<file path="src/rtl/zwc_fifo.sv">
// Two-entry queue of window records between front and back parts.
// No package dependency.
module zwc_fifo #(
	parameter int W = 8
) (
	input  logic         clk,
	input  logic         arst_n,
	input  logic         push,
	output logic         not_full,
	input  logic [W-1:0] wdata,
	input  logic         pop,
	output logic         not_empty,
	output logic [W-1:0] rdata
);
	logic [W-1:0] mem_q [2];
	logic         wp_q, rp_q;
	logic [1:0]   cnt_q;

	assign not_full = cnt_q != 2'd2;
	assign not_empty = cnt_q != 2'd0;
	assign rdata = mem_q[rp_q];

	always_ff @(posedge clk) begin
		if (push && not_full) mem_q[wp_q] <= wdata;
	end

	always_ff @(posedge clk or negedge arst_n) begin
		if (!arst_n) begin
			wp_q <= 1'b0; rp_q <= 1'b0; cnt_q <= 2'd0;
		end else begin
			if (push && not_full) wp_q <= !wp_q;
			if (pop && not_empty) rp_q <= !rp_q;
			cnt_q <= cnt_q + 2'(push && not_full) - 2'(pop && not_empty);
		end
	end
endmodule

</file>
<file path="config.mk">
export PLATFORM = sky130hd
export DESIGN_NAME = zwc_fifo
export DESIGN_NICKNAME = d
export VERILOG_FILES = /design/src/rtl/zwc_fifo.sv
export SDC_FILE = /design/constraint.sdc
export NUM_CORES = 1
export LEC_CHECK = 0
export CAP_MARGIN = 20
export CORE_UTILIZATION = 60
export CTS_BUF_LIST = sky130_fd_sc_hd__clkbuf_8
export DETAILED_ROUTE_END_ITERATION = 16
export DONT_BUFFER_PORTS = 1
export PLACE_DENSITY = 0.75
export SETUP_SLACK_MARGIN = 0.05
export SYNTH_ARGS = -nofsm -noshare
export SYNTH_HDL_FRONTEND = slang
export SYNTH_SLANG_ARGS = --single-unit
</file>
<file path="constraint.sdc">
create_clock -name clk -period 3.3 [get_ports clk]
set_clock_uncertainty 0.05 [all_clocks]
set_input_delay 0.165 -clock clk [delete_from_list [all_inputs] [get_ports clk]]
set_output_delay 0.165 -clock clk [all_outputs]
set_load 0.1 [all_outputs]
</file>
==> results.json, run 1 <==
{
  "slew_headroom_pct": 52.2,
  "max_slew.worst_pin.slew_ns": 0.714,
  "ys_seq_area_share_pct": 71.7,
  "worstSetupStartpointType": "flip-flop",
  "grt_start_max_net_pins": 12,
  "main_area_contributors_after_synthesis": "sky130_fd_sc_hd__edfxtp_1, sky130_fd_sc_hd__dfrtp_1, sky130_fd_sc_hd__mux2_2",
  "mappedNetlistNets": 60,
  "postRouteAntennaNets": 0,
  "antenna_found_initial": 0,
  "initial_utilization_pct": 68.2,
  "clkSlewWorstSetupHoldPaths_ns": 0.07,
  "overflow": 0,
  "route.detailed.wl_per_inst_um": 19.1,
  "reg2reg_setup_slack_ns": 1.29,
  "synth_top_family_by_area": "multiplexers",
  "clkSinkCount": 20,
  "synth_mux_area_share_pct": 11.1,
  "maxClockFrequency_mhz": 498,
  "timing_hold_violations_final": 0,
  "synth.largest_area_cell": "sky130_fd_sc_hd__edfxtp_1",
  "dp_slack_ns": 1.34,
  "cts_root_buffer": "sky130_fd_sc_hd__clkbuf_8",
  "timing.setup.critical_path_class": "flip-flop to flip-flop",
  "post-route-worst-setup-slack_ns": 1.29,
  "yosys_register_bits": 20,
  "detail_route.drc_violations": 0,
  "worst_ep_required_time_ns": 3.14,
  "grt_pass1_wl_um": 2080,
  "die_area_mm2": 0.00150,
  "worstSkewPairLatency_ns": 0.25,
  "post_detailed_route_via_to_cell_ratio": 5.79,
  "detail_route.iter0.violations": 7,
  "final_layout_size_suffix_gt1_share_pct": 24.6,
  "setup.worst_path.end_class": "flip-flop",
  "post_synth_xor_area_fraction_pct": 3.25,
  "part_of_the_cycle_the_worst_path_needs_pct": 60.8,
  "worst-endpoint-arrival_ns": 1.84,
  "hold_path.class": "input pin to flip-flop",
  "number_of_global_route_vias_before_repair": 460,
  "syn_inst": 47,
  "floorplan.rows": 12,
  "finalWirelength_um": 1430,
  "cts_made_buffers": 3,
  "cts_tree": "yes",
  "gp_congestion": 0.671,
  "synth_area_per_cell_um2": 17.2,
  "placeableCoreArea_mm2": 0.00119,
  "clockBufferDepth": 2,
  "die_h_um": 38.7,
  "ys_types": 17,
  "post_synth_and_or_nand_nor_area_fraction_pct": 8.04,
  "fraction_of_synthesized_cell_area_taken_by_the_top_area_cell_type_pct": 59.4,
  "post-route-min-period_ns": 2.01,
  "unrepaired_setup_endpoints_after_global_routing": "no",
  "finish.net_count": 75,
  "area.growth.synth_to_final_pct": 20.1,
  "outcome": "complete, no violations",
  "via_count": 434,
  "drt_pass1_iterations": 4,
  "cts_setup_buffers": 0,
  "synthesis.area_um2": 810,
  "floorplan.die.width_um": 38.7,
  "yosys_warnings": 0,
  "htree_levels": 1,
  "antenna-diode-count": 0,
  "port_buffer_count": 0,
  "setup_total_negative_slack_ns": 0,
  "max_cap_violations": 0,
  "synth-adder-area-share_pct": 1.55,
  "combined_global_route_utilization_of_all_metal_layers_pct": 23.1,
  "report.final.setup_viol": 0,
  "synth_compound_gate_area_share_pct": 3.71,
  "critPathMaxFanout": 8,
  "final-max-slew-violation-count": 0,
  "design.portCount": 22
}
## final cells by class
class,count,area [µm²]
Sequential cell,20,581
Multi-Input combinational cell,26,224
Fill cell,54,214
Tap cell,14,17.5
Timing Repair Buffer,11,105
Clock inverter,1,3.75
Clock buffer,3,41.3
## what timing repair did
item                      CTS  global route
hold endpoints to repair   20             0
hold buffers                9             0
resized for setup           0             0
## metrics by stage
| step | hold WS (ns) | instance area, µm² | util (%) | instances |
|---|---|---|---|---|
| after floorplan | -0.181 | 810 | - | 47 |
| after global placement | -0.180 | 837 | 70.6 | 62 |
| after detailed placement | -0.181 | 837 | 70.6 | 62 |
| after CTS | 0.0218 | 972 | 82.0 | 75 |
| after global routing | 0.0363 | 972 | 82.0 | 75 |
| final | 0.0383 | 972 | 82.0 | 75 |
## cells in the final DEF (no fill, tap or decap), drive strengths merged
| master | n |
|---|---|
| clkbuf | 3 |
| clkinv | 1 |
| dfrtp | 4 |
| nor2 | 3 |
| o21ba | 1 |
| a311oi | 1 |
| xnor2 | 3 |
| and3 | 1 |
| nand3 | 1 |
| nand2 | 2 |
| dlygate4sd3 | 9 |
| edfxtp | 16 |
| or2 | 1 |
| buf | 2 |
| mux2 | 8 |
| nor4bb | 1 |
| nor2b | 1 |
| nand2b | 1 |
| o21ai | 1 |
| ha | 1 |
## flip-flops by register name, summed over array words and instances, names as in the netlist
name   flops
cnt_q      2
wp_q       1
mem_q     16
rp_q       1
## per-layer routing
layer  GRT usage, %  routed length [µm]  vias up
met5              0                   0        -
met4           7.76                   0        0
met3           8.09                  89        0
met2           41.7                 784       20
met1           24.6                 555      210
li1               -                   -      204
## synth_stat cells
cell type / number
sky130_fd_sc_hd__nand2_1: 2
sky130_fd_sc_hd__nand3_1: 1
sky130_fd_sc_hd__nor2_1: 3
sky130_fd_sc_hd__nor4bb_2: 1
sky130_fd_sc_hd__edfxtp_1: 16
sky130_fd_sc_hd__dfrtp_1: 4
sky130_fd_sc_hd__ha_1: 1
sky130_fd_sc_hd__nor2b_1: 1
sky130_fd_sc_hd__mux2_2: 8
sky130_fd_sc_hd__xnor2_1: 3
sky130_fd_sc_hd__buf_2: 1
sky130_fd_sc_hd__a311oi_2: 1
sky130_fd_sc_hd__and3_1: 1
sky130_fd_sc_hd__o21ba_1: 1
sky130_fd_sc_hd__o21ai_0: 1
sky130_fd_sc_hd__or2_1: 1
sky130_fd_sc_hd__nand2b_1: 1
## worst max-delay path: stages (launching register included)
cell	delay [ns]
sky130_fd_sc_hd__dfrtp_1	0.45
sky130_fd_sc_hd__nand2b_1	0.14
sky130_fd_sc_hd__buf_4	0.30
sky130_fd_sc_hd__nand2_1	0.13
sky130_fd_sc_hd__nor2_1	0.57
## final timing paths
| kind | cells after the start | from | end |
|---|---|---|---|
| setup reg to reg | 4 | cnt_q[0] | mem_q[0][1] |
| hold reg to reg | 1 | wp_q | wp_q |
| max in group asynchronous | 1 | arst_n | wp_q |
| setup / recovery | 4 | cnt_q[0] | mem_q[0][1] |
| hold / removal | 2 | push | wp_q |
| min in group asynchronous | 1 | arst_n | cnt_q[0] |
## kinds of logic after synthesis
group	count (synthesis)
XOR/XNOR	3
buffers and inverters	1
adder cells (fa/ha/maj)	1
flip-flops	20
AND/OR/NAND/NOR	11
multiplexers	8
AO/OA/AOI/OAI	3
Power of run 1 is not shown: default switching activity piles up to over one toggle a cycle in this logic, so the estimate is an artifact.
==> run 2, diff against run 1 <==
- clock period: 3.3 -> 2.09 ns (I/O delays scaled with it)
==> run 2 against run 1 <==
  * Critical path depth decreased by 3
  * Sequential cell count did not move
  * Global-route usage up 3.0 points
  * Via count grew 12%
  * Final cell count up 5.3%
  * Die area is the same
  * Sequential share of layout area fell by 2.8 points
  * Setup slack worse by 0.82 ns
  * Clock-buffer cell count grew 1
  * Register-to-register slack lost 0.68 ns
  * Critical endpoint is now rdata[3]
==> results.json, run 2 (synthesized netlist as in run 1, its figures left out) <==
{
  "detail_route.drc_violations": 0,
  "critPathMaxFanout": 9,
  "final-max-slew-violation-count": 0,
  "timing_hold_violations_final": 0,
  "leading_registers_by_flop_count": "mem_q (16), cnt_q (2)",
  "hold_path.class": "input pin to asynchronous set/reset pin",
  "postRouteAntennaNets": 0,
  "slew_headroom_pct": 65.2,
  "grt_pass1_wl_um": 2370,
  "post-route-min-period_ns": 1.61,
  "route.detailed.wl_per_inst_um": 20.4,
  "floorplan.rows": 12,
  "combined_global_route_utilization_of_all_metal_layers_pct": 26.1,
  "gp_congestion": 0.682,
  "critical-path-slowest-cell": "sky130_fd_sc_hd__mux2_2",
  "post-route-worst-setup-slack_ns": 0.476,
  "clkSlewWorstSetupHoldPaths_ns": 0.07,
  "finish.net_count": 79,
  "die_h_um": 38.7,
  "setup.worst_path.end_class": "output port",
  "area.growth.synth_to_final_pct": 26.0,
  "mostFrequentLayoutCell": "sky130_fd_sc_hd__edfxtp_1",
  "worstPathBufferInverterCount": 0,
  "worst_path_largest_cell_delay_ns": 0.61,
  "met2WireLength_um": 821,
  "startpoint": "rp_q",
  "routed-wl-met3_um": 117,
  "max_slew.worst_pin.slew_ns": 0.524,
  "top_layer_used": "met4",
  "clkSinkCount": 20,
  "setup_total_negative_slack_ns": 0,
  "largest_register_ff_count": 16,
  "via_count": 485,
  "design.portCount": 22,
  "antenna_found_initial": 0,
  "worst-endpoint-arrival_ns": 1.46,
  "mostFrequentLayoutCells": "sky130_fd_sc_hd__edfxtp_1, sky130_fd_sc_hd__dlygate4sd3_1, sky130_fd_sc_hd__mux2_2",
  "die_area_mm2": 0.00150,
  "antenna-diode-count": 0,
  "path_delay_family": "multiplexers",
  "unrepaired_setup_endpoints_after_global_routing": "no",
  "dp_hpwl_um": 919,
  "cts_root_buffer": "sky130_fd_sc_hd__clkbuf_8",
  "detail_route.iter0.violations": 10,
  "resized_after_cts": 0,
  "worst_ep_required_time_ns": 1.94,
  "reg2reg_setup_slack_ns": 0.61,
  "placeableCoreArea_mm2": 0.00119,
  "drt_pass1_iterations": 4,
  "finalCoreUtilization_pct": 86.0,
  "outcome": "complete, no violations",
  "dp_slack_ns": 0.702,
  "cts_made_buffers": 3,
  "worstSetupStartpointType": "flip-flop",
  "floorplan.die.width_um": 38.7,
  "final_layout_size_suffix_gt1_share_pct": 29.2,
  "initial_utilization_pct": 68.2,
  "overflow": 0,
  "maxClockFrequency_mhz": 620,
  "timing.setup.critical_path_class": "flip-flop to output port",
  "port_buffer_count": 0,
  "regToRegStartpoint": "cnt_q[0]",
  "cts_tree": "yes",
  "htree_levels": 1,
  "part_of_the_cycle_the_worst_path_needs_pct": 77.2,
  "clockBufferDepth": 2,
  "worstSkewPairLatency_ns": 0.25,
  "grt_start_max_net_pins": 12,
  "wl_met1_um": 631,
  "largest_register": "mem_q",
  "post_detailed_route_via_to_cell_ratio": 6.14,
  "crit_path_cell_trace": "mux2_2",
  "finalWirelength_um": 1610,
  "number_of_global_route_vias_before_repair": 536,
  "report.final.setup_viol": 0,
  "max_cap_violations": 0
}
-- run 2: routing by layer --
| layer | vias up | global-route usage [%] |
|---|---|---|
| li1 | 209 | - |
| met1 | 243 | 30.4 |
| met2 | 28 | 42.5 |
| met3 | 5 | 9.83 |
| met4 | 0 | 12.1 |
| met5 | - | 0 |
-- run 2: layout make-up --
class | count | area (µm²)
multi-input cells | 26 | 226
flip-flops and latches | 20 | 581
fillers | 43 | 166
well taps | 14 | 17.5
clock buffers | 4 | 55.1
repair buffers | 15 | 140
-- run 2: path summary, 6_finish.rpt --
kind | endpoint | cells after the start
worst max register to register | mem_q[0][6] | 4
min in group clk | cnt_q[1] | 2
worst min-delay path | cnt_q[0] | 1
worst min register to register | wp_q | 1
worst max-delay path | rdata[3] | 1
max in group asynchronous | cnt_q[1] | 1
-- run 2: through the flow --
step | cells | instance area (µm²) | hold slack (ns)
after floorplan | 47 | 812 | -0.241
after global placement | 64 | 855 | -0.241
after detailed placement | 64 | 855 | -0.241
after CTS | 79 | 1020 | 0.0526
after global routing | 79 | 1020 | 0.0789
final | 79 | 1020 | 0.0749
-- run 2: what timing repair did --
item                                   4_1_cts  5_1_grt
hold buffers                                11        0
setup buffers                                0        0
endpoints found under the hold margin       22        0
Power of run 2 is left out for the same reason.
