==> config.mk <==
export PLATFORM = sky130hd
export DESIGN_NAME = zwc_accum
export DESIGN_NICKNAME = d
export VERILOG_FILES = /design/src/rtl/zwc_pkg.sv /design/src/rtl/zwc_accum.sv
export SDC_FILE = /design/constraint.sdc
export NUM_CORES = 1
export LEC_CHECK = 0
export BUFFER_PORTS_ARGS = -buffer_cell sky130_fd_sc_hd__buf_2
export CAP_MARGIN = 20
export CELL_PAD_IN_SITES_DETAIL_PLACEMENT = 0
export CELL_PAD_IN_SITES_GLOBAL_PLACEMENT = 2
export CORE_ASPECT_RATIO = 0.7
export CORE_MARGIN = 10
export CORE_UTILIZATION = 37
export DETAILED_ROUTE_END_ITERATION = 7
export PLACE_DENSITY_LB_ADDON = 0.1
export SLEW_MARGIN = 20
export SYNTH_ARGS = -nofsm -noshare
export SYNTH_HDL_FRONTEND = slang
export SYNTH_SLANG_ARGS = --single-unit
==> constraint.sdc <==
create_clock -name clk -period 4.9 [get_ports clk]
set_input_delay 0 -clock clk [delete_from_list [all_inputs] [get_ports clk]]
set_output_delay 0 -clock clk [all_outputs]
set_load 0.02 [all_outputs]
==> src/rtl/zwc_pkg.sv <==
// Package for the ZNCC window cost block: shared types and fixed widths.
// No dependencies.
package zwc_pkg;
	localparam int PIX_W  = 8;
	localparam int COST_W = 16;

	typedef struct packed {
		logic [PIX_W-1:0] ref_intensity;
		logic [PIX_W-1:0] other_intensity;
		logic             sample_valid;
		logic             last_sample;
	} in_item_t;

	typedef struct packed {
		logic [COST_W-1:0] cost;
		logic              cost_invalid;
	} out_item_t;
endpackage

==> src/rtl/zwc_accum.sv <==
// Front part: accumulates window sums, one item a cycle (last waits for win_ready), pushes a window record on last.
// Depends on zwc_pkg.
module zwc_accum #(
	parameter int MAX_SAMPLES = 64,
	parameter int CNT_W = 7,
	parameter int S1_W = 14,
	parameter int S2_W = 22
) (
	input  logic                  clk,
	input  logic                  arst_n,
	input  logic                  in_valid,
	output logic                  in_ready,
	input  zwc_pkg::in_item_t     in_data,
	output logic                  win_valid,
	input  logic                  win_ready,
	output logic [CNT_W-1:0]      win_n,
	output logic [S1_W-1:0]       win_s1,
	output logic [S1_W-1:0]       win_s2,
	output logic [S2_W-1:0]       win_s11,
	output logic [S2_W-1:0]       win_s22,
	output logic [S2_W-1:0]       win_s12,
	output logic                  win_bad
);
	logic [CNT_W-1:0] n_q;
	logic [S1_W-1:0]  s1_q, s2_q;
	logic [S2_W-1:0]  s11_q, s22_q, s12_q;
	logic             bad_q;
	logic             take, acc;
	logic [2*zwc_pkg::PIX_W-1:0] rr, oo, ro;

	assign in_ready = !in_data.last_sample || win_ready || !in_valid;
	assign take = in_valid && in_ready;
	assign acc = in_data.sample_valid && (n_q < CNT_W'(MAX_SAMPLES));
	assign rr = in_data.ref_intensity * in_data.ref_intensity;
	assign oo = in_data.other_intensity * in_data.other_intensity;
	assign ro = in_data.ref_intensity * in_data.other_intensity;

	// window record is the sums including the last item
	assign win_valid = in_valid && in_data.last_sample;
	assign win_n   = acc ? n_q + CNT_W'(1) : n_q;
	assign win_s1  = acc ? s1_q + S1_W'(in_data.ref_intensity) : s1_q;
	assign win_s2  = acc ? s2_q + S1_W'(in_data.other_intensity) : s2_q;
	assign win_s11 = acc ? s11_q + S2_W'(rr) : s11_q;
	assign win_s22 = acc ? s22_q + S2_W'(oo) : s22_q;
	assign win_s12 = acc ? s12_q + S2_W'(ro) : s12_q;
	assign win_bad = bad_q || !acc;

	always_ff @(posedge clk or negedge arst_n) begin
		if (!arst_n) begin
			n_q <= '0; s1_q <= '0; s2_q <= '0;
			s11_q <= '0; s22_q <= '0; s12_q <= '0; bad_q <= 1'b0;
		end else if (take) begin
			if (in_data.last_sample) begin
				n_q <= '0; s1_q <= '0; s2_q <= '0;
				s11_q <= '0; s22_q <= '0; s12_q <= '0; bad_q <= 1'b0;
			end else begin
				n_q <= win_n; s1_q <= win_s1; s2_q <= win_s2;
				s11_q <= win_s11; s22_q <= win_s22; s12_q <= win_s12;
				bad_q <= win_bad;
			end
		end
	end
endmodule

==> impl_metrics.ini, run 1 <==
[status]
outcome = completed

[timing]
maxSlewHeadroom = 0.3312
rsz0062_at_grt = true
worst_slack_ps = 113.2
fin_skew_ps = 10.86
worstMarginPinSlew_ps = 1003
fin_setup_tns_ps = 0
hold_violations = 0
fmax_ghz = 0.2089
setup_viol = 0
drv_slew = 0
period_share = 0.9769
period_needed_ps = 4787
hold_ws_ps = 51.09

[finish]
utilization = 0.4429
fillCellCount = 3520
syn_to_final_growth_pct = 17.10
seq_area_sq_um = 2552
multi_input_area_sq_um = 9884
layout.nets = 2017
diodes = 0
layout-drive-gt1-share = 0.1642

[routing]
drc = 0
drtAntennaViolNets = 0
initialDrtViolationCount = 593
drt_wl_total_um = 41970
vias_per_cell = 5.073
firstDrtPassIters = 7
detail_route.wl_per_cell_um = 19.06
routed-via-count = 11170

[yosys]
async_flop_share = 1.000
synth.largest_area_cell = dfrtp_1
syn-num-nets = 1884
synth_seq_cells = 102
synth.area.top_cells = dfrtp_1 (19%), fa_1 (19%), ha_1 (14%)
synth_edf_count = 0
synth_area_sq_um = 13250
avgSynthCellArea_sq_um = 8.320
dominantRegCellSynth = dfrtp_1
ys_types = 66
synth_top_area_share = 0.1927
synth_cells = 1592
yosysWarnings = 0
yosysSeqAreaShare = 0.1927

[pwr]
p_clk_frac = 0.077
intPower_mw = 4.879
power_frac_seq = 0.110
p_comb_frac = 0.812
p_leak_nw = 7.923
swShare = 0.5507
power_mw = 10.86
peakVddDrop_mv = 0.4110
powerDensity_nw_per_um2 = 700.1
netSwitchingPower_mw = 5.980

[global_route]
grt_pass1_vias = 11250
antenna_found_initial = 0
grt_max_degree = 74
gr-usage-all-layers = 0.1943
overflow = 0
grt_pass1_wl_um = 66850

[clock_tree]
insertion_delay_ps = 390
cts_tree = done
clk_pin_slew_ps = 80
cts_max_path_buffers = 2
root_buffer = clkbuf_16
numCtsBuffers = 9
h-tree-depth = 3
cts.sinks = 102

[floorplanning]
die_height_um = 178.3
die_area_sq_um = 43890
die_x_um = 246.1
initial_core_util = 0.3782
num_rows = 57
core-area_sq_um = 35020
io_pins = 126

[run]
cap_violations = 0

[placement]
place.detailed.hpwl_um = 32100
place_congestion = 0.8695
place_ws_ps = 79.50
io_buffers = 125

[min_path]
hp-class = in2reg

[critical_path]
crit_type = reg2out
critical_path.endpoint_type = output port
required_ps = 4900
arrival_ps = 4790
critPathLaunchType = flop
path_max_fanout = 5
[cell usage after synthesis, drive strengths merged (3+ instances only)]
cell type    n
nor2b       12
o31ai        9
or3          4
nand2      251
a21oi       61
xnor2       54
clkbuf      57
nand3       25
mux2i        7
a221o        3
buf         12
inv        264
nor4         3
nor3b        4
or4          3
o211ai       5
o221ai      13
fa         126
ha         144
a211o        5
and2        76
a22o        32
o311ai       6
a21o        21
dfrtp      102
nor2        41
a31oi       12
nand4       12
nor3         6
o21a         8
nand2b       8
o21ai      132
o21bai       6
o22ai        3
xor2        36
[worst paths after layout]
path                       cells past startpoint             startpoint  slack [ps]                     to
setup reg to reg                              15   s11_q[6]$_DFFE_PN0P_         440  s11_q[20]$_DFFE_PN0P_
hold reg to reg                                2  s11_q[20]$_DFFE_PN0P_         520  s11_q[20]$_DFFE_PN0P_
min in group asynchronous                      2                 arst_n         290    s1_q[0]$_DFFE_PN0P_
setup / recovery                              15   s22_q[6]$_DFFE_PN0P_         110            win_s22[18]
hold / removal                                 4             in_data[1]          50     n_q[6]$_DFFE_PN0P_
max in group asynchronous                      3                 arst_n        3510   s12_q[7]$_DFFE_PN0P_
[placed cells by master (no fill, tap or decap), types with 52 or more instances in the layout]
master,synthesis,final
fa_1,126,125
ha_1,144,137
dfrtp_1,102,102
inv_1,263,257
o21ai_0,84,78
buf_4,0,76
and2_1,76,75
a21oi_1,61,52
buf_2,2,108
nand2_1,250,248
[sequential cells by signal, indices dropped and copies added, names as in the netlist]
name / count
s11_q: 22
s1_q: 14
s22_q: 22
s2_q: 14
n_q: 7
s12_q: 22
bad_q: 1
[cell type report]
class                           instances  area share
Inverter                              264     0.06389
Multi-Input combinational cell       1157      0.6373
Timing Repair Buffer                  191     0.07567
Clock buffer                           11     0.01630
Clock inverter                          5    0.004195
Tap cell                              472     0.03808
Sequential cell                       102      0.1646
[metrics by stage]
step | instance area (sq um) | std cells
floorplan | 13250 | 1592
global placement | 14660 | 2177
detailed placement | 14660 | 2177
CTS | 15150 | 2195
global route | 15510 | 2202
finish | 15510 | 2202
[routing by layer]
metal | up-vias | wire, um | global-route usage
met5 | - | 0 | 0
met3 | 19 | 1206 | 0.02406
met4 | 0 | 386 | 0.02924
li1 | 5472 | - | -
met1 | 5530 | 21600 | 0.2881
met2 | 150 | 18780 | 0.3002
[power by group through the flow]
stage	logic (mW)	clock network, mW	registers, mW
after floorplan	5.20	0	1.15
after global placement	7.96	0	1.21
after detailed placement	7.92	0	1.21
after CTS	8.28	0.873	1.19
after global routing	9.82	0.892	1.22
final	8.82	0.841	1.20
[cells by family (layout without fill, tap and decap cells)]
kind of cell    after synthesis  count (layout)  synth area share
simple gates                453             453            0.1582
compound gates              337             337            0.1632
buf+inv                     333             471           0.09456
fa+ha+maj                   270             270            0.3265
flops                       102             102            0.1927
xor+xnor                     90              90           0.05951
mux                           7               7          0.005290
[critical path, stage by stage, from the launching register on]
cell and delay (ps):
dfrtp_1 440, fa_1 550, inv_1 50, fa_1 480, fa_1 500, fa_1 500, inv_1 50, ha_2 390
nand4_1 220, a21oi_4 260, o311ai_2 130, buf_4 170, and2_4 160, nor2_2 80, xor2_1 220, buf_4 190
[repair_timing]
action | CTS | global route
endpoints found under the setup margin | 21 | 35
hold buffers | 1 | 0
endpoints found under the hold margin | 65 | 0
gates resized for setup | 33 | 71
setup buffers | 1 | 7
pin swaps | 11 | 38
Note: power is estimated with default switching activity, not from simulation.
==> inputs of run 2 (changes only) <==
- CELL_PAD_IN_SITES_DETAIL_PLACEMENT: 0 -> unset
- CELL_PAD_IN_SITES_GLOBAL_PLACEMENT: 2 -> unset
- CORE_UTILIZATION: 37 -> 60
- PLACE_DENSITY: unset -> 0.81
- PLACE_DENSITY_LB_ADDON: 0.1 -> unset
==> run 2 against run 1 <==
Count of clock-buffer cells in the layout down 1; sequential power about the same; largest cell class unchanged; setup slack worse by 62 ps; register-to-register slack worse by 230 ps.
==> impl_metrics.ini, run 2 (synthesis gave the netlist of run 1 again) <==
[status]
outcome = completed

[floorplanning]
die_area_sq_um = 28510
die_x_um = 197.6
core-area_sq_um = 21680
io_pins = 126
die_height_um = 144.3
initial_core_util = 0.6110
num_rows = 45

[clock_tree]
cts_tree = done
h-tree-depth = 3
root_buffer = clkbuf_16
numCtsBuffers = 9
cts_max_path_buffers = 2
clk_pin_slew_ps = 80
insertion_delay_ps = 370
cts.sinks = 102

[global_route]
grt_max_degree = 74
antenna_found_initial = 1
grt_pass1_vias = 11750
grt_pass1_wl_um = 59810
overflow = 0
gr-usage-all-layers = 0.2611

[critical_path]
crit_type = reg2out
required_ps = 4900
critPathLaunchType = flop
path_max_fanout = 4
arrival_ps = 4850
critPathLaunch = s12_q[7]$_DFFE_PN0P_
critical_path.endpoint_type = output port
r2r-start = s12_q[7]$_DFFE_PN0P_

[timing]
drv_slew = 0
maxSlewHeadroom = 0.3997
rsz0062_at_grt = true
period_needed_ps = 4849
hold_ws_ps = 74.87
hold_violations = 0
period_share = 0.9896
fmax_ghz = 0.2062
worst_slack_ps = 51.11
worstMarginPinSlew_ps = 900.5
fin_skew_ps = 7.991
setup_viol = 0

[finish]
layout.nets = 1993
layoutNonFillerInstCount = 1989
syn_to_final_growth_pct = 12.29
layout-drive-gt1-share = 0.1377
largestRegisters = s11_q (22), s12_q (22), s22_q (22)
fillCellCount = 1707
layout_common_cells = inv_1 (259), nand2_1 (248), ha_1 (140)
multi_input_area_sq_um = 9707
seq_area_sq_um = 2552
utilization = 0.6861
layout_commonest_cell = inv_1

[placement]
io_buffers = 125
place.detailed.hpwl_um = 27260
place_congestion = 0.9437
place_ws_ps = 179.0
dp_cells = 1964

[run]
cap_violations = 0

[min_path]
hp-class = in2reg
hold_start = in_data[1]

[pwr]
powerDensity_nw_per_um2 = 666.9
peakVddDrop_mv = 0.5496
p_leak_nw = 7.782
power_mw = 9.919

[routing]
routed-via-count = 11590
vias_per_cell = 5.825
initialDrtViolationCount = 968
detail_route.wl_per_cell_um = 18.36
drt_wl_total_um = 36530
firstDrtPassIters = 6
drtAntennaViolNets = 0
drc = 0
==> run 2: cell count changes in the layout (fill, tap and decap cells not counted), sizes merged <==
cell      before  now
clkinvlp       2    0
clkbuf        15   12
inv          266  267
buf          186  164
clkinv         0    2
diode          0    1
==> run 2: final timing paths <==
| path | endpoint | slack [ps] | depth (start not counted) |
|---|---|---|---|
| max | win_s12[21] | 50 | 16 |
| min in group asynchronous | s11_q[3]$_DFFE_PN0P_ | 290 | 2 |
| max reg2reg | s12_q[21]$_DFFE_PN0P_ | 210 | 17 |
| min reg2reg | s22_q[13]$_DFFE_PN0P_ | 520 | 2 |
| min | n_q[6]$_DFFE_PN0P_ | 70 | 4 |
| max in group asynchronous | s12_q[19]$_DFFE_PN0P_ | 3530 | 3 |
==> run 2: routing by layer <==
layer | global-route usage | vias to the layer above | wire [um]
li1 | - | 5426 | -
met1 | 0.3425 | 5691 | 15880
met2 | 0.4476 | 415 | 17590
met3 | 0.04364 | 53 | 2467
met4 | 0.05242 | 0 | 592
met5 | 0 | - | 0
==> run 2: area by class of cell <==
| class | instances | share of cell area |
|---|---|---|
| Clock inverter | 6 | 0.005216 |
| Antenna cell | 1 | 0.0001683 |
| Timing Repair Buffer | 167 | 0.06461 |
| Multi-Input combinational cell | 1157 | 0.6526 |
| Tap cell | 282 | 0.02372 |
| Clock buffer | 10 | 0.01540 |
| Sequential cell | 102 | 0.1716 |
| Inverter | 264 | 0.06663 |
==> run 2: where the power goes <==
part | switching [mW] | leakage (nW) | internal (mW)
Combinational | 4.93 | 6.26 | 3.01
Clock | 0.377 | 0.151 | 0.407
Sequential | 0.167 | 1.37 | 1.03
==> run 2: critical path, cell delays in order (launching register included) <==
cell and delay (ps):
dfrtp_1 370, inv_2 60, fa_1 530, inv_1 50
fa_1 490, fa_1 560, inv_2 40, fa_1 490
inv_2 50, ha_4 280, o21ai_2 80, o21ai_2 170
a21oi_2 90, or3_4 380, a2111oi_4 410, xor2_1 240
buf_4 180
==> run 2: through the flow <==
stage,TNS [ps],instance area [sq um]
floorplan,0,13250
global placement,0,14250
detailed placement,0,14250
CTS,-48.09,14610
global route,-217.3,14870
finish,0,14870
==> run 2: timing repair <==
| action | CTS | global route |
|---|---|---|
| setup endpoints to repair | 11 | 30 |
| hold endpoints to repair | 61 | 0 |
| resized for setup | 7 | 50 |
| cloned | 0 | 0 |
| setup buffers | 0 | 7 |
| hold buffers | 1 | 0 |
| pin swaps | 3 | 25 |
==> inputs of run 3 (changes only) <==
- BUFFER_PORTS_ARGS: -buffer_cell sky130_fd_sc_hd__buf_2 -> -buffer_cell sky130_fd_sc_hd__buf_4
==> run 3 against run 2 <==
Final area is 1.3% higher; routed wire length shrank 1.3%; worst hold slack worse by 9.5 ps; core utilization up 0.92 points; register-to-register slack improved by 160 ps.
==> impl_metrics.ini, run 3 (synthesis gave the netlist of run 1 again) <==
[status]
outcome = completed

[critical_path]
crit_path_cell_trace = inv_1, fa_1, inv_1, fa_1, fa_1, inv_1, fa_1, inv_1, ha_4, a21o_1, a31oi_4, a21oi_4, o31ai_1, nand3_1, xnor2_2, o21ai_1, buf_4
critical_path.slowest_cell = fa_1
crit_type = reg2out
critical-path-max-stage-delay_ps = 560
path_max_fanout = 5
arrival_ps = 4800
critical_path.endpoint_type = output port
required_ps = 4900
critPathLaunchType = flop

[timing]
fin_setup_tns_ps = 0
fmax_ghz = 0.2085
setup_viol = 0
drv_slew = 0
hold_violations = 0
fin_skew_ps = 11.46
maxSlewHeadroom = 0.3007
rsz0062_at_grt = true
worstMarginPinSlew_ps = 1049
period_needed_ps = 4796
period_share = 0.9788
hold_ws_ps = 65.35

[finish]
layout-drive-gt1-share = 0.1264
syn_to_final_growth_pct = 13.79
layout.nets = 1972
layout_common_cells = inv_1 (260), nand2_1 (248), buf_4 (145)
layout_commonest_cell = inv_1
largestRegisters = s11_q (22), s12_q (22), s22_q (22)
design_area_sq_um = 15070
fillCellCount = 1637
diodes = 0

[floorplanning]
die_height_um = 144.3
num_rows = 45
die_area_sq_um = 28510
io_pins = 126
core-area_sq_um = 21680
initial_core_util = 0.6110
die_x_um = 197.6

[placement]
place.detailed.hpwl_um = 26440
place_congestion = 0.9396
io_buffers = 125
placed_cell_area_sq_um = 14410

[global_route]
overflow = 0
grt_pass1_wl_um = 58470
grt_max_degree = 91
antenna_found_initial = 0
grt_pass1_vias = 11550
gr-usage-all-layers = 0.2554

[clock_tree]
h-tree-depth = 3
clk_pin_slew_ps = 80
root_buffer = clkbuf_16
numCtsBuffers = 9
insertion_delay_ps = 380
cts_tree = done
cts.sinks = 102
cts_max_path_buffers = 2

[routing]
firstDrtPassIters = 6
initialDrtViolationCount = 792
drtAntennaViolNets = 0
detail_route.wl_per_cell_um = 18.33
routed-via-count = 11350
drt_wl_total_um = 36060
vias_per_cell = 5.771
drc = 0

[pwr]
peakVddDrop_mv = 0.7698
p_leak_nw = 7.752
power_mw = 10.29
powerDensity_nw_per_um2 = 682.8

[run]
cap_violations = 0

[min_path]
hp-class = in2reg
[run 3: final cells by class]
class	count	area, sq um	share of cell area
Multi-Input combinational cell	1157	9724	0.6452
Sequential cell	102	2552	0.1694
Timing Repair Buffer	146	1099	0.07289
Inverter	264	991.0	0.06575
Tap cell	282	352.8	0.02341
Clock buffer	9	225.2	0.01494
Clock inverter	7	127.6	0.008467
[run 3: repair_timing]
item,in CTS,in global routing
hold endpoints to repair,42,0
hold buffers,1,0
pin swaps,4,26
buffers inserted,2,5
cloned,0,0
gates resized for setup,13,39
setup endpoints to repair,16,34
[run 3: worst paths after layout]
path	startpoint	endpoint	slack [ps]	depth (start not counted)
setup / recovery	s22_q[7]$_DFFE_PN0P_	win_s22[16]	100	17
hold / removal	in_data[1]	n_q[6]$_DFFE_PN0P_	70	4
setup reg to reg	s12_q[7]$_DFFE_PN0P_	s12_q[21]$_DFFE_PN0P_	370	16
hold reg to reg	s12_q[14]$_DFFE_PN0P_	s12_q[14]$_DFFE_PN0P_	510	2
max in group asynchronous	arst_n	s22_q[19]$_DFFE_PN0P_	3450	3
min in group asynchronous	arst_n	s11_q[4]$_DFFE_PN0P_	200	2
[run 3: worst max-delay path, delay by kind of cell (launching register included)]
family          cells  cell delay [ps]
buf+inv             5              480
fa+ha+maj           5             2300
flops               1              350
compound gates      5              960
simple gates        1              160
xor+xnor            1              180
[run 3: power breakdown]
| group | internal (mW) | switching, mW |
|---|---|---|
| Combinational | 3.25 | 4.95 |
| Clock | 0.508 | 0.385 |
| Sequential | 1.03 | 0.164 |
[run 3: per-layer routing]
metal	vias to the layer above	GRT usage	part of all wire
li1	5375	-	-
met2	365	0.4225	0.48
met4	0	0.07419	0.022
met5	-	0	0
met3	58	0.05200	0.068
met1	5554	0.3331	0.43
[run 3: stage by stage]
| stage | std cells | worst slack [ps] | utilization |
|---|---|---|---|
| floorplan | 1592 | 241.4 | - |
| global placement | 1943 | 284.7 | 0.6646 |
| detailed placement | 1943 | 202.4 | 0.6646 |
| CTS | 1962 | -25.52 | 0.6855 |
| global route | 1967 | -34.43 | 0.6953 |
| finish | 1967 | 104.0 | 0.6953 |
